## config.mk

```make
export PLATFORM = sky130hd
export DESIGN_NAME = dnp3_link_frame_reassembler_core
export DESIGN_NICKNAME = d
export VERILOG_FILES = /design/src/rtl/dnlf_pkg.sv /design/src/rtl/dnlf_front.sv /design/src/rtl/dnlf_fifo.sv /design/src/rtl/dnlf_back.sv /design/src/rtl/dnp3_link_frame_reassembler_core.sv
export SDC_FILE = /design/constraint.sdc
export NUM_CORES = 1
export LEC_CHECK = 0
export BUFFER_PORTS_ARGS = -buffer_cell sky130_fd_sc_hd__buf_2
export CORE_MARGIN = 1.5
export CORE_UTILIZATION = 62
export CTS_BUF_LIST = sky130_fd_sc_hd__clkbuf_8 sky130_fd_sc_hd__clkbuf_16
export CTS_CLUSTER_DIAMETER = 50
export DETAILED_ROUTE_END_ITERATION = 6
export PLACE_DENSITY = 0.8
export REMOVE_ABC_BUFFERS = 1
export SLEW_MARGIN = 20
export SYNTH_ARGS = -nofsm -noshare
export SYNTH_HDL_FRONTEND = slang
export SYNTH_SLANG_ARGS = --single-unit
```

## constraint.sdc

```tcl
create_clock -name clock -period 10.1 [get_ports clock]
set_input_delay 0.505 -clock clock [delete_from_list [all_inputs] [get_ports clock]]
set_output_delay 0.505 -clock clock [all_outputs]
set_load 0.1 [all_outputs]
```

## src/rtl/dnlf_pkg.sv

```systemverilog
// ----------------------------------------------------------------------------
// DNP3 link frame reassembler package
// Shared result codes, queue sizing and the command passed from the front
// end to the result sequencer.
// ----------------------------------------------------------------------------
package dnlf_pkg;

   localparam logic [1:0] KIND_WRITE = 2'd0;
   localparam logic [1:0] KIND_DONE  = 2'd1;
   localparam logic [1:0] KIND_EVENT = 2'd2;

   localparam logic [2:0] EV_BAD_FIRST_SIZE  = 3'd0;
   localparam logic [2:0] EV_FIRST_MISSING   = 3'd1;
   localparam logic [2:0] EV_BAD_MIDDLE_SIZE = 3'd2;
   localparam logic [2:0] EV_FINISH_MISSING  = 3'd3;
   localparam logic [2:0] EV_TOO_LONG        = 3'd4;

   localparam int FIFO_DEPTH = 4;
   localparam int FIFO_PTR_W = 2;
   localparam int FIFO_CNT_W = 3;

   localparam int REQ_DATA_W = 24;
   localparam int RSP_DATA_W = 48;

   // One accepted item turns into at most one such command.
   typedef struct packed {
      logic             ev_head;
      logic [2:0]       ev_code;
      logic             hdr;
      logic [7:0][7:0]  hdr_bytes;
      logic             wr;
      logic [15:0]      wr_off;
      logic [7:0]       wr_val;
      logic             ev_tail;
      logic             patch;
      logic [15:0]      patch_len;
      logic             done;
      logic             dir;
      logic [15:0]      frag_len;
   } cmd_type;

endpackage

```

## src/rtl/dnlf_front.sv

```systemverilog
// ----------------------------------------------------------------------------
// DNP3 link frame reassembler front end
// Tracks the position in each payload, latches the link header, decodes the
// transport byte and turns each item into at most one command for the sequencer.
// ----------------------------------------------------------------------------
module dnlf_front #(
   parameter int FRAGMENT_LIMIT = 65536
) (
   input  logic              clock,
   input  logic              reset,
   input  logic              accept,
   input  logic [7:0]        data_byte,
   input  logic [15:0]       payload_len,
   input  logic              first_of_payload,
   input  logic [15:0]       full_segment_length,
   output logic              push,
   output dnlf_pkg::cmd_type cmd
);
   import dnlf_pkg::*;

   typedef enum logic [1:0] {
      MODE_IGNORE = 2'd0,
      MODE_FIRST  = 2'd1,
      MODE_CONT   = 2'd2,
      MODE_SINGLE = 2'd3
   } mode_type;

   localparam logic [16:0] LIMIT      = 17'(FRAGMENT_LIMIT);
   localparam logic [16:0] FILL_MAX   = 17'h1FFFF;
   localparam logic [7:0]  START0     = 8'h05;
   localparam logic [7:0]  START1     = 8'h64;
   localparam logic [3:0]  FC_CONF    = 4'h3;
   localparam logic [3:0]  FC_UNCONF  = 4'h4;
   localparam logic [15:0] POS_MAX    = 16'hFFFF;
   localparam logic [15:0] POS_XPORT  = 16'd10;
   localparam logic [15:0] MIN_LEN    = 16'd11;
   localparam logic [4:0]  PHASE_LAST = 5'd17;
   localparam logic [4:0]  PHASE_CRC0 = 5'd16;
   localparam logic [4:0]  PHASE_HEAD = 5'd8;

   logic [15:0]     pos_ff, pos_in, pos;
   logic [4:0]      phase_ff, phase_in, phase;
   logic [7:0][7:0] hdr_ff, hdr_in;
   logic            first_seen_ff, first_seen_in;
   logic [16:0]     fill_ff, fill_in;
   mode_type        mode_ff, mode_in;
   logic            dir_ff, dir_in;
   logic            final_ff, final_in;
   logic [16:0]     len17, pos_p1, pos_p2, fill_m2;
   logic [7:0]      ctrl;
   logic            fir, fin;

   assign len17  = {1'b0, payload_len};
   assign pos_p1 = {1'b0, pos} + 17'd1;
   assign pos_p2 = {1'b0, pos} + 17'd2;
   assign ctrl   = hdr_ff[3];
   assign fir    = data_byte[6];
   assign fin    = data_byte[7];

   always_comb begin
      pos           = first_of_payload ? '0 : pos_ff;
      phase         = first_of_payload ? PHASE_HEAD : phase_ff;
      mode_in       = first_of_payload ? MODE_IGNORE : mode_ff;
      hdr_in        = hdr_ff;
      first_seen_in = first_seen_ff;
      fill_in       = fill_ff;
      dir_in        = dir_ff;
      final_in      = final_ff;
      cmd           = '0;
      fill_m2       = '0;

      pos_in   = (pos == POS_MAX) ? pos : pos + 16'd1;
      phase_in = (pos == POS_MAX) ? phase :
                 ((phase == PHASE_LAST) ? 5'd0 : phase + 5'd1);

      if (pos < 16'd8) begin
         hdr_in[pos[2:0]] = data_byte;
      end

      if (payload_len >= MIN_LEN && pos < payload_len) begin
         if (pos == POS_XPORT) begin
            mode_in = MODE_IGNORE;
            if (hdr_ff[0] == START0 && hdr_ff[1] == START1 &&
                (ctrl[3:0] == FC_CONF || ctrl[3:0] == FC_UNCONF)) begin
               dir_in = ctrl[7];
               if (fir && !fin) begin
                  first_seen_in = 1'b1;
                  if (payload_len != full_segment_length) begin
                     cmd.ev_head = 1'b1;
                     cmd.ev_code = EV_BAD_FIRST_SIZE;
                  end else begin
                     cmd.hdr       = 1'b1;
                     cmd.hdr_bytes = hdr_ff;
                     fill_in       = 17'd8;
                     mode_in       = MODE_FIRST;
                     final_in      = 1'b0;
                  end
               end else if (!fir) begin
                  if (!first_seen_ff) begin
                     cmd.ev_head = 1'b1;
                     cmd.ev_code = EV_FIRST_MISSING;
                  end else if (!fin && payload_len != full_segment_length) begin
                     cmd.ev_head = 1'b1;
                     cmd.ev_code = EV_BAD_MIDDLE_SIZE;
                  end else begin
                     mode_in  = MODE_CONT;
                     final_in = fin;
                  end
               end else begin
                  if (first_seen_ff && payload_len != MIN_LEN) begin
                     cmd.ev_head = 1'b1;
                     cmd.ev_code = EV_FINISH_MISSING;
                  end
                  first_seen_in    = 1'b0;
                  cmd.hdr          = 1'b1;
                  cmd.hdr_bytes    = hdr_ff;
                  cmd.hdr_bytes[3] = 8'h00;
                  fill_in          = 17'd8;
                  mode_in          = MODE_SINGLE;
                  final_in         = 1'b1;
               end
            end
         end else if (pos > POS_XPORT && mode_in != MODE_IGNORE && pos_p2 < len17 &&
                      phase != PHASE_CRC0 && phase != PHASE_LAST) begin
            if (fill_in < LIMIT) begin
               cmd.wr     = 1'b1;
               cmd.wr_off = fill_in[15:0];
               cmd.wr_val = data_byte;
            end
            if (fill_in != FILL_MAX) begin
               fill_in = fill_in + 17'd1;
            end
         end

         if (pos_p1 == len17 && mode_in != MODE_IGNORE) begin
            if (final_in && (mode_in == MODE_CONT || mode_in == MODE_SINGLE)) begin
               first_seen_in = 1'b0;
               if (fill_in >= LIMIT) begin
                  cmd.ev_tail = 1'b1;
               end else begin
                  fill_m2 = fill_in - 17'd2;
                  if (mode_in == MODE_CONT) begin
                     cmd.patch     = 1'b1;
                     cmd.patch_len = fill_m2[15:0];
                  end
                  cmd.done     = 1'b1;
                  cmd.dir      = dir_in;
                  cmd.frag_len = fill_in[15:0];
               end
               fill_in = '0;
            end
            mode_in  = MODE_IGNORE;
            final_in = 1'b0;
         end
      end
   end

   assign push = accept && (cmd.ev_head || cmd.hdr || cmd.wr || cmd.ev_tail ||
                            cmd.patch || cmd.done);

   always_ff @(posedge clock) begin
      if (reset) begin
         pos_ff        <= '0;
         phase_ff      <= PHASE_HEAD;
         first_seen_ff <= 1'b0;
         fill_ff       <= '0;
         mode_ff       <= MODE_IGNORE;
         dir_ff        <= 1'b0;
         final_ff      <= 1'b0;
      end else if (accept) begin
         pos_ff        <= pos_in;
         phase_ff      <= phase_in;
         first_seen_ff <= first_seen_in;
         fill_ff       <= fill_in;
         mode_ff       <= mode_in;
         dir_ff        <= dir_in;
         final_ff      <= final_in;
      end
   end

   always_ff @(posedge clock) begin
      if (accept) begin
         hdr_ff <= hdr_in;
      end
   end

endmodule

```

## src/rtl/dnlf_fifo.sv

```systemverilog
// ----------------------------------------------------------------------------
// DNP3 link frame reassembler command queue
// Short first-in first-out store that decouples the front end from the
// result sequencer.
// ----------------------------------------------------------------------------
module dnlf_fifo (
   input  logic              clock,
   input  logic              reset,
   input  logic              push,
   input  dnlf_pkg::cmd_type push_cmd,
   input  logic              pop,
   output dnlf_pkg::cmd_type head_cmd,
   output logic              empty,
   output logic              full
);
   import dnlf_pkg::*;

   cmd_type                 mem_ff [FIFO_DEPTH];
   logic [FIFO_PTR_W-1:0]   wr_ptr_ff, rd_ptr_ff;
   logic [FIFO_CNT_W-1:0]   count_ff;

   assign empty    = (count_ff == '0);
   assign full     = (count_ff == FIFO_CNT_W'(FIFO_DEPTH));
   assign head_cmd = mem_ff[rd_ptr_ff];

   always_ff @(posedge clock) begin
      if (reset) begin
         wr_ptr_ff <= '0;
         rd_ptr_ff <= '0;
         count_ff  <= '0;
      end else begin
         if (push) begin
            wr_ptr_ff <= wr_ptr_ff + 1'b1;
         end
         if (pop) begin
            rd_ptr_ff <= rd_ptr_ff + 1'b1;
         end
         if (push && !pop) begin
            count_ff <= count_ff + 1'b1;
         end else if (pop && !push) begin
            count_ff <= count_ff - 1'b1;
         end
      end
   end

   always_ff @(posedge clock) begin
      if (push) begin
         mem_ff[wr_ptr_ff] <= push_cmd;
      end
   end

   a_no_overflow: assert property (@(posedge clock) disable iff (reset)
      !(push && full))
      else $error("Command pushed into a full queue.");

   a_no_underflow: assert property (@(posedge clock) disable iff (reset)
      !(pop && empty))
      else $error("Command popped from an empty queue.");

   a_count_bound: assert property (@(posedge clock) disable iff (reset)
      count_ff <= FIFO_CNT_W'(FIFO_DEPTH))
      else $error("Queue occupancy exceeds its depth.");

endmodule

```

## src/rtl/dnlf_back.sv

```systemverilog
// ----------------------------------------------------------------------------
// DNP3 link frame reassembler result sequencer
// Expands the command at the head of the queue into result items, one per
// cycle while the output is not stalled, into a registered output stage.
// ----------------------------------------------------------------------------
module dnlf_back (
   input  logic                               clock,
   input  logic                               reset,
   input  dnlf_pkg::cmd_type                  head_cmd,
   input  logic                               empty,
   output logic                               pop,
   output logic                               rsp_tvalid,
   input  logic                               rsp_tready,
   output logic [dnlf_pkg::RSP_DATA_W-1:0]    rsp_tdata,
   output logic [1:0]                         rsp_tuser,
   output logic                               rsp_tlast
);
   import dnlf_pkg::*;

   localparam int         NUM_SLOTS     = 14;
   localparam logic [3:0] SLOT_EV_HEAD  = 4'd0;
   localparam logic [3:0] SLOT_HDR_LAST = 4'd8;
   localparam logic [3:0] SLOT_WR       = 4'd9;
   localparam logic [3:0] SLOT_EV_TAIL  = 4'd10;
   localparam logic [3:0] SLOT_PATCH_LO = 4'd11;
   localparam logic [3:0] SLOT_PATCH_HI = 4'd12;

   logic                   loaded_ff;
   logic [NUM_SLOTS-1:0]   mask_ff;
   logic [NUM_SLOTS-1:0]   en, cur, low, rest;
   logic [3:0]             idx;
   logic [2:0]             hk;
   logic                   advance;
   logic                   rsp_tvalid_ff, rsp_tlast_ff;
   logic [RSP_DATA_W-1:0]  rsp_tdata_ff;
   logic [1:0]             rsp_tuser_ff;
   logic [1:0]             kind;
   logic [15:0]            off;
   logic [7:0]             val;
   logic                   fm;
   logic [15:0]            flen;
   logic [2:0]             code;

   assign en = {head_cmd.done, head_cmd.patch, head_cmd.patch, head_cmd.ev_tail,
                head_cmd.wr, {8{head_cmd.hdr}}, head_cmd.ev_head};
   assign cur     = loaded_ff ? mask_ff : en;
   assign low     = cur & (~cur + 1'b1);
   assign rest    = cur & ~low;
   assign advance = !empty && (!rsp_tvalid_ff || rsp_tready);
   assign pop     = advance && (rest == '0);
   assign hk      = 3'(idx - 4'd1);

   always_comb begin
      idx = '0;
      for (int i = NUM_SLOTS - 1; i >= 0; i--) begin
         if (cur[i]) begin
            idx = 4'(i);
         end
      end
   end

   always_comb begin
      kind = KIND_WRITE;
      off  = '0;
      val  = '0;
      fm   = 1'b0;
      flen = '0;
      code = '0;
      priority if (idx == SLOT_EV_HEAD) begin
         kind = KIND_EVENT;
         code = head_cmd.ev_code;
      end else if (idx <= SLOT_HDR_LAST) begin
         off = {13'd0, hk};
         val = head_cmd.hdr_bytes[hk];
      end else if (idx == SLOT_WR) begin
         off = head_cmd.wr_off;
         val = head_cmd.wr_val;
      end else if (idx == SLOT_EV_TAIL) begin
         kind = KIND_EVENT;
         code = EV_TOO_LONG;
      end else if (idx == SLOT_PATCH_LO) begin
         off = 16'd2;
         val = head_cmd.patch_len[7:0];
      end else if (idx == SLOT_PATCH_HI) begin
         off = 16'd3;
         val = head_cmd.patch_len[15:8];
      end else begin
         kind = KIND_DONE;
         fm   = head_cmd.dir;
         flen = head_cmd.frag_len;
      end
   end

   always_ff @(posedge clock) begin
      if (reset) begin
         loaded_ff     <= 1'b0;
         mask_ff       <= '0;
         rsp_tvalid_ff <= 1'b0;
      end else begin
         if (advance) begin
            rsp_tvalid_ff <= 1'b1;
            loaded_ff     <= (rest != '0);
            mask_ff       <= rest;
         end else if (rsp_tready) begin
            rsp_tvalid_ff <= 1'b0;
         end
      end
   end

   always_ff @(posedge clock) begin
      if (advance) begin
         rsp_tdata_ff <= {4'd0, code, flen, fm, val, off};
         rsp_tuser_ff <= kind;
         rsp_tlast_ff <= (rest == '0);
      end
   end

   assign rsp_tvalid = rsp_tvalid_ff;
   assign rsp_tdata  = rsp_tdata_ff;
   assign rsp_tuser  = rsp_tuser_ff;
   assign rsp_tlast  = rsp_tlast_ff;

endmodule

```

## src/rtl/dnp3_link_frame_reassembler_core.sv

```systemverilog
// ----------------------------------------------------------------------------
// DNP3 link frame reassembler
// Deframes DNP3-over-TCP payload bytes and emits offset-addressed fragment
// buffer writes, completion results and anomaly events.
//
//   Channel  Direction  Contents
//   req_     in         one payload byte with its payload length and start flag
//   rsp_     out        byte write, fragment completion or anomaly event
//   csr_     in         full segment length register write
//
// One byte is accepted per cycle while the command queue has room.
// A byte yields up to nine results, which the sequencer sends one per cycle
// while the output is not stalled. A header burst of eight writes holds the
// sequencer, so back-to-back bytes fill the four-entry command queue and stall
// the input, for longer when an anomaly event leads the burst.
// Results pass through the command queue and the registered output stage.
// Reset is synchronous; no clearing pass is needed.
// ----------------------------------------------------------------------------
module dnp3_link_frame_reassembler_core #(
   parameter int FRAGMENT_LIMIT = 65536
) (
   input  logic                               clock,
   input  logic                               reset,
   input  logic                               req_tvalid,
   output logic                               req_tready,
   // [7:0] data_byte, [23:8] payload_len
   input  logic [dnlf_pkg::REQ_DATA_W-1:0]    req_tdata,
   // [0] first_of_payload
   input  logic                               req_tuser,
   output logic                               rsp_tvalid,
   input  logic                               rsp_tready,
   // [15:0] buffer_offset, [23:16] byte_value, [24] from_master,
   // [40:25] fragment_length, [43:41] event_code, [47:44] zero
   output logic [dnlf_pkg::RSP_DATA_W-1:0]    rsp_tdata,
   // [1:0] result_kind
   output logic [1:0]                         rsp_tuser,
   output logic                               rsp_tlast,
   input  logic                               csr_valid,
   output logic                               csr_ready,
   input  logic [15:0]                        csr_data
);
   import dnlf_pkg::*;

   logic [15:0] seg_len_ff;
   logic        accept, push, pop, empty, full;
   cmd_type     push_cmd, head_cmd;

   assign csr_ready  = 1'b1;
   assign req_tready = !full;
   assign accept     = req_tvalid && req_tready;

   always_ff @(posedge clock) begin
      if (reset) begin
         seg_len_ff <= 16'd292;
      end else if (csr_valid) begin
         seg_len_ff <= csr_data;
      end
   end

   dnlf_front #(
      .FRAGMENT_LIMIT(FRAGMENT_LIMIT)
   ) u_front (
      .clock               (clock),
      .reset               (reset),
      .accept              (accept),
      .data_byte           (req_tdata[7:0]),
      .payload_len         (req_tdata[23:8]),
      .first_of_payload    (req_tuser),
      .full_segment_length (seg_len_ff),
      .push                (push),
      .cmd                 (push_cmd)
   );

   dnlf_fifo u_fifo (
      .clock    (clock),
      .reset    (reset),
      .push     (push),
      .push_cmd (push_cmd),
      .pop      (pop),
      .head_cmd (head_cmd),
      .empty    (empty),
      .full     (full)
   );

   dnlf_back u_back (
      .clock      (clock),
      .reset      (reset),
      .head_cmd   (head_cmd),
      .empty      (empty),
      .pop        (pop),
      .rsp_tvalid (rsp_tvalid),
      .rsp_tready (rsp_tready),
      .rsp_tdata  (rsp_tdata),
      .rsp_tuser  (rsp_tuser),
      .rsp_tlast  (rsp_tlast)
   );

endmodule
```

==> impl_metrics.py, run 1 <==
metrics = {
    "route": {
        "drtPass1Iterations": 7,
        "drt-total-wl_mm": 72.2,
        "wire_per_inst_um": 24.7,
        "drc": 0,
        "vias_per_cell": 6.30,
        "via_count": 18433,
        "final_antenna_net_count": 0,
        "drt_iter0_drc": 2166,
    },
    "pwr": {
        "vdd_drop_max_mv": 0.134,
        "internal-power_mw": 4.76,
        "p_sw_share_pct": 20.9,
        "power_frac_seq_pct": 52.7,
        "p_sw_mw": 1.25,
        "p_leak_nw": 10.6,
        "clock_power_share_pct": 45.5,
        "total_power_mw": 6.01,
        "power_density_mw_per_mm2": 173,
        "combPwrFrac_pct": 1.8,
    },
    "placed_design": {
        "gp_congestion": 0.887,
        "placed_cell_area_mm2": 0.0322,
        "dp_cells": 2786,
        "dp_slack_ps": 3310,
        "post-dp-hpwl_mm": 43.0,
        "port_buffers": 94,
    },
    "timing": {
        "slew_violations": 0,
        "slew-limit-headroom_pct": 24.4,
        "setup_viol_count_final": 0,
        "fin_crit_sh_pct": 63.7,
        "hold_ws_ps": 81.1,
        "finalHoldViolCount": 0,
        "tightest_slew_ps": 1130,
        "fmax_mhz": 155,
        "finClkSkew_ps": 22.5,
        "fin_tns_setup_ps": 0,
        "setup_ws_ps": 3660,
        "rsz0062_at_grt": "no",
        "fin_crit_ps": 6440,
    },
    "worst_setup_path": {
        "worst-path-buf-inv": 2,
        "slowest_stage": "and2_4",
        "cp-end-kind": "flop",
        "startpoint_type": "flop",
        "max_stage_delay_ps": 920,
        "critPathLaunch": "u_front.pos_ff[2]$_SDFFE_PP0P_",
        "arrival_ps": 6680,
        "path_cells": "nor2b_1, ha_1, and3_1, nand3_1, or3_1, a21oi_1, ha_1, o21ai_0, o21a_1, o211a_1, a221oi_1, buf_4, nor3_1, a21oi_1, a21oi_1, and2_4, buf_4",
        "cp_common_cell": "a21oi_1",
        "worst-path-max-fanout": 61,
        "crit_family": "simple AND/OR/NAND/NOR gates",
        "r2r_start": "u_front.pos_ff[2]$_SDFFE_PP0P_",
        "crit_type": "flop to flop",
        "crit_required_ps": 10350,
    },
    "clock_network": {
        "hold_buffers": 0,
        "cts_buffers": 76,
        "cts_tree": "yes",
        "ctsResizeCount": 0,
        "cts_max_level": 3,
        "cts_root_buf": "clkbuf_16",
        "clk_latency_ps": 630,
        "clk_pin_slew_worst_paths_ps": 60,
        "clock_sinks": 710,
        "post_cts_buffers": 0,
        "clockBufferDepth": 3,
    },
    "global_routing": {
        "grt_max_degree": 83,
        "antenna_found_initial": 0,
        "globalRouteTotalUtil_pct": 28.8,
        "overflow": 0,
        "grt_pass1_wl_mm": 109,
        "grt_pass1_vias": 18570,
    },
    "die": {
        "start_util_pct": 63.0,
        "die_w_um": 227,
        "dieArea_mm2": 0.0513,
        "fp.dieH_um": 227,
        "rows": 81,
        "ios": 100,
        "core-area_mm2": 0.0492,
    },
    "yosys": {
        "yosysSeqAreaShare_pct": 66.1,
        "syn-cell-area_mm2": 0.0310,
        "synth-seq-cells": 710,
        "syn_avg_cell_area_um2": 15.0,
        "synth_edf_count": 627,
        "ys_warn_count": 0,
        "synth_flop_cell": "edfxtp_1",
        "synthCells": 2064,
        "synth.distinct_cells": 91,
        "async_flop_share_pct": 0,
    },
    "finish": {
        "fin_nets": 2298,
        "fin_util_pct": 70.6,
        "fillCellCount": 3055,
        "finalNonFillerCells": 2926,
        "layout-drive-gt1-share_pct": 18.8,
        "design_area_mm2": 0.0347,
        "synthToLayoutAreaGrowth_pct": 11.9,
    },
    "min_path": {
        "min_path_type": "primary input to flop",
        "hold_path.startpoint": "csr_data[8]",
    },
    "run_status": {
        "status": "finished clean",
    },
    "run": {
        "cap_violations": 0,
    },
}
placed cells by master (no fill, tap or decap), types with 8 or more instances in the layout:
master     count
edfxtp_1     627
nor4_1        21
nand2_1       96
clkbuf_16     76
and2_1       104
xor2_1        27
conb_1        53
mux2i_1       37
nand4_1       21
and3_1         8
a211oi_1      11
ha_1          50
a21oi_1       81
mux2_2        27
o21ai_0       52
clkinv_1      13
nand3_1       31
nand2b_1      12
inv_1         82
buf_4         22
dfxtp_1       81
mux4_2       130
nor3_1        34
xnor2_1       40
buf_2         94
o22ai_1       16
or3_1         13
a31oi_1        8
nor2_1       164
nor2b_1       39
a22oi_1       18
registers in the layout, summed over array words and instances, names as in the netlist, named ones only:
register and count:
seg_len_ff 16, u_back.loaded_ff 1, u_back.mask_ff 13, u_back.rsp_tdata 44, u_back.rsp_tlast 1, u_back.rsp_tuser 2
u_back.rsp_tvalid 1, u_fifo.count_ff 3, u_fifo.mem_ff 516, u_fifo.rd_ptr_ff 2, u_fifo.wr_ptr_ff 2, u_front.ctrl 8
u_front.dir_ff 1, u_front.fill_ff 17, u_front.final_ff 1, u_front.first_seen_ff 1, u_front.hdr_ff 56, u_front.mode_ff 2
u_front.phase_ff 5, u_front.pos_ff 16
final timing paths:
kind                                                         end  slack, ps  cells after the start
worst min register to register  u_front.phase_ff[1]$_SDFFE_PP0P_        460                      2
worst max register to register    u_fifo.mem_ff[3][27]$_DFFE_PP_       3660                     17
worst min-delay path                  seg_len_ff[8]$_SDFFE_PP1P_         80                      2
worst max-delay path              u_fifo.mem_ff[3][27]$_DFFE_PP_       3660                     17
cells by family (layout without fill, tap and decap cells):
group / Yosys count / in the layout / synth area share [%]
AOI/OAI and AO/OA: 252 / 252 / 5.26
adders and majority gates: 53 / 53 / 2.15
buffers and inverters: 175 / 321 / 2.43
and+or+nand+nor: 610 / 610 / 10.4
DFF: 710 / 710 / 66.1
xor gates and xnor gates: 68 / 68 / 1.95
muxes: 194 / 194 / 11.6
other: 2 / 54 / 0.0242
power groups by stage:
| stage | Combinational (mW) | Sequential, mW | Clock [mW] |
|---|---|---|---|
| floorplan | 0.0563 | 3.23 | 0 |
| global placement | 0.101 | 3.23 | 0 |
| detailed placement | 0.103 | 3.23 | 0 |
| CTS | 0.104 | 3.17 | 2.76 |
| global route | 0.115 | 3.17 | 2.87 |
| finish | 0.106 | 3.17 | 2.74 |
cell type report:
cell class / count / area [um^2] / area share, %
Antenna cell: 1 / 2.50 / 0.00721
Multi-Input combinational cell: 1230 / 9980 / 28.8
Tap cell: 664 / 831 / 2.40
Timing Repair Buffer: 117 / 656 / 1.89
Clock inverter: 60 / 542 / 1.56
Clock buffer: 78 / 1930 / 5.56
Inverter: 66 / 248 / 0.714
Sequential cell: 710 / 20500 / 59.1
cell usage after synthesis (31+ instances only):
library cell  number  area, um^2
inv_1             65         244
edfxtp_1         627       18800
xnor2_1           40         350
nor2b_1           39         244
dfxtp_1           83        1660
and2_1           108         676
nand3_1           31         155
a21oi_1           81         405
o21ai_0           52         260
mux4_2           130        2930
nand2_1           96         360
nor2_1           165         619
nor3_1            34         170
clkbuf_1          63         236
ha_1              50         626
mux2i_1           37         370
layer usage:
layer	share of wire, %	GRT usage (%)	wire, um	up-vias
li1	-	-	-	8119
met1	39	37.9	28200	9206
met2	50	48.0	35800	941
met3	7.9	5.99	5720	167
met4	3.3	10.5	2380	0
met5	0	0	0	-
(Power assumes the default switching activity.)
==> inputs of run 2 (changes only) <==
==> constraint.sdc (replaced) <==
create_clock -name clock -period 6.6 [get_ports clock]
set_input_delay 0.33 -clock clock [delete_from_list [all_inputs] [get_ports clock]]
set_output_delay 0.33 -clock clock [all_outputs]
set_load 0.1 [all_outputs]
==> run 2 against run 1 <==
Effect of this change:
- die area unchanged
- sequential share of layout area down 0.25 points
- final cell count up 0.38%
- via count up 0.22%
- fmax up 8.7%
- clock skew down 1.9 ps
- clock-buffer cell count up 2
- sequential power up 53%
==> impl_metrics.py, run 2 (synthesis results as in run 1) <==
metrics = {
    "finish": {
        "fillCellCount": 3029,
        "layout_commonest_cell": "edfxtp_1",
        "layout-drive-gt1-share_pct": 18.7,
        "largest_reg_flops": 516,
        "multi_input_area_mm2": 0.00998,
        "num_antenna_cells": 0,
        "seq_area_mm2": 0.0205,
        "top_register": "u_fifo.mem_ff",
        "fin_util_pct": 70.9,
        "fin_nets": 2317,
        "finalNonFillerCells": 2937,
        "synthToLayoutAreaGrowth_pct": 12.4,
        "layout_common_cells": "edfxtp_1, nor2_1, mux4_2",
    },
    "pwr": {
        "p_leak_nw": 10.7,
        "vdd_drop_max_mv": 0.197,
        "clock_power_share_pct": 44.2,
        "internal-power_mw": 7.19,
        "p_sw_mw": 1.82,
        "combPwrFrac_pct": 1.9,
        "p_sw_share_pct": 20.2,
        "total_power_mw": 9.01,
        "power_frac_seq_pct": 53.9,
        "power_density_mw_per_mm2": 259,
    },
    "worst_setup_path": {
        "crit_required_ps": 6990,
        "r2r_start": "u_front.pos_ff[2]$_SDFFE_PP0P_",
        "arrival_ps": 6310,
        "cp-end-kind": "flop",
        "startpoint_type": "flop",
        "worst-path-max-fanout": 20,
        "rrSetupSlack_ps": 680,
        "ff2ff_path_depth": 17,
        "rr_endpoint": "u_fifo.mem_ff[1][25]$_DFFE_PP_",
        "crit_type": "flop to flop",
    },
    "placed_design": {
        "port_buffers": 94,
        "dp_cells": 2790,
        "gp_congestion": 0.957,
        "post-dp-hpwl_mm": 43.9,
    },
    "timing": {
        "hold_ws_ps": 125,
        "fin_crit_ps": 5920,
        "rsz0062_at_grt": "no",
        "slew-limit-headroom_pct": 27.2,
        "finalHoldViolCount": 0,
        "tightest_slew_ps": 1060,
        "setup_viol_count_final": 0,
        "fmax_mhz": 169,
        "finClkSkew_ps": 20.7,
        "fin_crit_sh_pct": 89.7,
        "slew_violations": 0,
    },
    "route": {
        "drtPass1Iterations": 7,
        "drt-total-wl_mm": 71.6,
        "wire_per_inst_um": 24.4,
        "drc": 0,
        "drt_iter0_drc": 2310,
        "via_count": 18474,
        "vias_per_cell": 6.29,
        "final_antenna_net_count": 0,
    },
    "die": {
        "fp.dieH_um": 227,
        "core-area_mm2": 0.0492,
        "die_w_um": 227,
        "ios": 100,
        "start_util_pct": 63.0,
        "rows": 81,
        "dieArea_mm2": 0.0513,
    },
    "global_routing": {
        "grt_max_degree": 83,
        "grt_pass1_wl_mm": 109,
        "overflow": 0,
        "grt_pass1_vias": 18400,
        "antenna_found_initial": 1,
        "globalRouteTotalUtil_pct": 28.5,
    },
    "clock_network": {
        "clock_sinks": 710,
        "clockBufferDepth": 3,
        "clk_pin_slew_worst_paths_ps": 60,
        "clk_latency_ps": 610,
        "post_cts_buffers": 0,
        "cts_root_buf": "clkbuf_16",
        "cts_max_level": 3,
        "cts_tree": "yes",
        "cts_buffers": 74,
    },
    "run": {
        "cap_violations": 0,
    },
    "min_path": {
        "hold_end": "u_front.hdr_ff[45]$_DFFE_PP_",
        "min_path_type": "primary input to flop",
        "hold_path.startpoint": "req_tdata[5]",
        "holdPathStages": 1,
    },
    "run_status": {
        "status": "finished clean",
    },
}
run 2: cell types whose count changed in the layout (fill, tap and decap cells not counted), moves of 2 or more:
| cell | change |
|---|---|
| clkinvlp_4 | -3 |
| bufinv_16 | -2 |
| inv_16 | -2 |
| clkinv_2 | +4 |
| dlygate4sd3_1 | +17 |
| clkinv_1 | -8 |
| clkbuf_8 | +2 |
| buf_4 | -4 |
| inv_1 | +3 |
| buf_12 | +7 |
run 2: metrics by stage:
| stage | cell area (um^2) | TNS (ps) | worst slack [ps] |
|---|---|---|---|
| after floorplan | 30700 | -459920 | -3600 |
| after global placement | 32300 | 0 | 1130 |
| after detailed placement | 32300 | 0 | 862 |
| after CTS | 34800 | 0 | 815 |
| after global routing | 34800 | 0 | 298 |
| final | 34800 | 0 | 680 |
run 2: repair_timing:
| item | in CTS | in global routing |
|---|---|---|
| endpoints found under the setup margin | 0 | 0 |
| gates resized for setup | 0 | 0 |
| endpoints found under the hold margin | 17 | 0 |
| hold buffers | 17 | 0 |
run 2: power groups by stage:
stage	combinational, mW	sequential, mW	clock (mW)
5_1_grt	0.189	4.85	4.20
2_1_floorplan	0.0861	4.94	0
3_3_place_gp	0.157	4.95	0
6_report	0.174	4.85	3.98
3_5_place_dp	0.161	4.95	0
4_1_cts	0.170	4.85	4.03
run 2: layer usage:
layer  routed length [um]  share of wire, %  vias to the layer above  global-route usage, %
li1                     -                 -                     8139                      -
met1                28100                39                     9218                   39.2
met2                35600                50                      970                   46.7
met3                 5840               8.2                      147                   5.24
met4                 2000               2.8                        0                   9.08
met5                    0                 0                        -                      0
run 2: area by class of cell:
type	count	share of cell area (%)
Clock buffer	80	5.62
Clock inverter	49	1.05
Inverter	66	0.711
Multi-Input combinational cell	1230	28.6
Sequential cell	710	58.8
Tap cell	664	2.38
Timing Repair Buffer	138	2.77
run 2: worst max-delay path by stage:
stage	start	endpoint	cells after the start	slack [ps]
after CTS	u_front.pos_ff[2]$_SDFFE_PP0P_	u_fifo.count_ff[2]$_SDFFE_PP0P_	21	810
final	u_front.pos_ff[2]$_SDFFE_PP0P_	u_fifo.mem_ff[1][25]$_DFFE_PP_	17	680
after floorplan	flop	u_back.rsp_tdata[20]$_SDFFCE_PP0P_	13	-3600
after detailed placement	u_front.pos_ff[2]$_SDFFE_PP0P_	u_fifo.count_ff[2]$_SDFFE_PP0P_	21	860
after global routing	u_front.pos_ff[2]$_SDFFE_PP0P_	u_fifo.count_ff[2]$_SDFFE_PP0P_	21	300
after global placement	req_tuser	u_fifo.mem_ff[0][25]$_DFFE_PP_	18	1130
run 2: critical path, cell delays in order (launching register included):
cell and delay [ps]:
dfxtp_1 460, nor2b_1 500, ha_1 390, and3_1 380, nand3_1 210, or3_1 340
a21oi_1 170, ha_1 190, o21ai_0 90, o21a_1 200, o211a_1 120, a221oi_1 340
buf_4 280, nor3_1 80, o21ai_1 220, or3b_1 730, or2_1 620, a21oi_1 360
==> inputs of run 3 (changes only) <==
--- a/config.mk
+++ b/config.mk
@@ -11,6 +11,7 @@
 export CTS_BUF_LIST = sky130_fd_sc_hd__clkbuf_8 sky130_fd_sc_hd__clkbuf_16
 export CTS_CLUSTER_DIAMETER = 50
 export DETAILED_ROUTE_END_ITERATION = 6
+export GPL_TIMING_DRIVEN = 0
 export PLACE_DENSITY = 0.8
 export REMOVE_ABC_BUFFERS = 1
 export SLEW_MARGIN = 20
==> run 3 against run 2 <==
Effect of this change:
- sequential cell count stayed put
- routed wire length down 2.0%
- global-route usage is 0.26 points lower
- sequential power is essentially flat
- clock skew fell by 4.2 ps
- critical path depth increased by 2
- worst setup slack worse by 180 ps
- first-iteration DRC count shrank 8.9%
- fmax is 3.0% lower
- largest power group unchanged
==> impl_metrics.py, run 3 (synthesis results as in run 1) <==
metrics = {
    "run_status": {
        "status": "finished clean",
    },
    "worst_setup_path": {
        "arrival_ps": 6390,
        "cp-end-kind": "flop",
        "ff2ff_path_depth": 19,
        "path_cells": "nor2b_2, ha_1, and3_1, nand3_1, or3_1, a21oi_1, ha_1, o21ai_0, o21a_1, o211a_1, a221oi_2, buf_4, nor3_1, a21oi_1, a21oi_4, and2_4, buf_12, buf_12, buf_12",
        "crit_type": "flop to flop",
        "worst-path-buf-inv": 4,
        "crit_family": "simple AND/OR/NAND/NOR gates",
        "startpoint_type": "flop",
        "slowest_stage": "dfxtp_1",
        "worst-path-max-fanout": 36,
        "r2r_start": "u_front.pos_ff[2]$_SDFFE_PP0P_",
        "cp_common_cell": "buf_12",
        "crit_required_ps": 6890,
        "rr_endpoint": "u_fifo.mem_ff[2][114]$_DFFE_PP_",
        "rrSetupSlack_ps": 500,
        "max_stage_delay_ps": 470,
    },
    "timing": {
        "slew_violations": 0,
        "fmax_mhz": 164,
        "fin_crit_sh_pct": 92.5,
        "tightest_slew_ps": 956,
        "fin_tns_setup_ps": 0,
        "slew-limit-headroom_pct": 35.0,
        "setup_ws_ps": 497,
        "fin_crit_ps": 6100,
        "rsz0062_at_grt": "no",
        "setup_viol_count_final": 0,
        "finalHoldViolCount": 0,
        "finClkSkew_ps": 16.5,
        "hold_ws_ps": 84.5,
    },
    "finish": {
        "top_register": "u_fifo.mem_ff",
        "synthToLayoutAreaGrowth_pct": 13.7,
        "fin_nets": 2318,
        "design_area_mm2": 0.0352,
        "largest_reg_flops": 516,
        "num_antenna_cells": 0,
        "layout-drive-gt1-share_pct": 19.3,
        "layout_commonest_cell": "edfxtp_1",
        "layout_common_cells": "edfxtp_1, nor2_1, mux4_2",
        "finalNonFillerCells": 2944,
    },
    "route": {
        "final_antenna_net_count": 0,
        "drc": 0,
        "drt_iter0_drc": 2105,
        "drtPass1Iterations": 7,
        "wire_per_inst_um": 23.8,
        "drt-total-wl_mm": 70.1,
        "via_count": 18613,
        "vias_per_cell": 6.32,
    },
    "placed_design": {
        "gp_congestion": 0.908,
        "dp_slack_ps": -574,
        "port_buffers": 94,
        "post-dp-hpwl_mm": 43.3,
        "dp_cells": 2792,
        "placed_cell_area_mm2": 0.0326,
    },
    "clock_network": {
        "cts_buffers": 73,
        "cts_root_buf": "clkbuf_16",
        "clk_latency_ps": 620,
        "cts_tree": "yes",
        "clock_sinks": 710,
        "post_cts_buffers": 0,
        "clockBufferDepth": 3,
        "clk_pin_slew_worst_paths_ps": 60,
        "cts_max_level": 3,
    },
    "min_path": {
        "hold_path.startpoint": "req_tdata[2]",
        "min_path_type": "primary input to flop",
        "hold_end": "u_front.hdr_ff[50]$_DFFE_PP_",
        "holdPathStages": 1,
    },
    "pwr": {
        "internal-power_mw": 7.28,
        "p_leak_nw": 10.8,
        "combPwrFrac_pct": 1.9,
        "vdd_drop_max_mv": 0.194,
        "p_sw_share_pct": 20.2,
        "power_frac_seq_pct": 53.2,
        "clock_power_share_pct": 45.0,
        "power_density_mw_per_mm2": 259,
        "p_sw_mw": 1.84,
    },
    "die": {
        "die_w_um": 227,
        "core-area_mm2": 0.0492,
        "fp.dieH_um": 227,
        "dieArea_mm2": 0.0513,
        "ios": 100,
        "rows": 81,
        "start_util_pct": 63.0,
    },
    "global_routing": {
        "grt_max_degree": 63,
        "grt_pass1_vias": 18830,
        "globalRouteTotalUtil_pct": 28.3,
        "antenna_found_initial": 1,
        "overflow": 0,
        "grt_pass1_wl_mm": 108,
    },
    "run": {
        "cap_violations": 0,
    },
}
run 3: area by class of cell:
cell class | instances | area, um^2
inverter | 66 | 250
multi-input combinational | 1231 | 10000
fill | 2923 | 13900
sequential | 710 | 20500
clock buffer | 75 | 1870
tap | 664 | 831
timing repair buffer | 139 | 1240
clock inverter | 59 | 529
run 3: per-stage QoR:
stage | total power [mW] | util [%]
floorplan | 5.03 | -
global placement | 5.09 | 65.1
detailed placement | 5.10 | 66.4
CTS | 9.15 | 71.6
global route | 9.34 | 71.7
finish | 9.12 | 71.7
run 3: power by group through the flow:
stage / logic (mW) / clock network (mW) / registers [mW]
6_report: 0.169 / 4.10 / 4.85
5_1_grt: 0.184 / 4.31 / 4.85
4_1_cts: 0.165 / 4.13 / 4.85
3_5_place_dp: 0.157 / 0 / 4.95
3_3_place_gp: 0.149 / 0 / 4.95
2_1_floorplan: 0.0861 / 0 / 4.94
run 3: worst reg2reg max path: cells and delay by family (launching register included):
kind,cells,cell delay (ps)
AO/OA/AOI/OAI,7,1350
adder cells (fa/ha/maj),2,660
buffers and inverters,4,1030
flip-flops,1,470
AND/OR/NAND/NOR,6,2240
run 3: metal layers:
layer / vias up / global-route usage [%] / share of wire [%]
li1: 8146 / - / -
met1: 9359 / 37.7 / 39
met2: 933 / 47.2 / 50
met3: 173 / 4.99 / 7.6
met4: 2 / 10.1 / 3.3
met5: - / 0 / 0.016
run 3: worst max-delay path by stage:
stage	startpoint	end	cells after the start	slack, ps
floorplan	flop	u_back.rsp_tdata[20]$_SDFFCE_PP0P_	13	-3600
global placement	flop	u_back.rsp_tdata[17]$_SDFFCE_PP0P_	13	-8600
detailed placement	req_tuser	u_fifo.mem_ff[2][117]$_DFFE_PP_	20	-570
CTS	u_front.pos_ff[2]$_SDFFE_PP0P_	u_fifo.mem_ff[2][114]$_DFFE_PP_	19	60
global route	u_front.pos_ff[2]$_SDFFE_PP0P_	u_fifo.mem_ff[2][114]$_DFFE_PP_	19	40
finish	u_front.pos_ff[2]$_SDFFE_PP0P_	u_fifo.mem_ff[2][114]$_DFFE_PP_	19	500
run 3: repair_timing:
action | CTS | global route
hold buffers | 17 | 0
hold endpoints to repair | 17 | 0
pin swaps | 0 | 1
gates resized for setup | 1 | 2
gates cloned | 0 | 1
endpoints found under the setup margin | 36 | 68
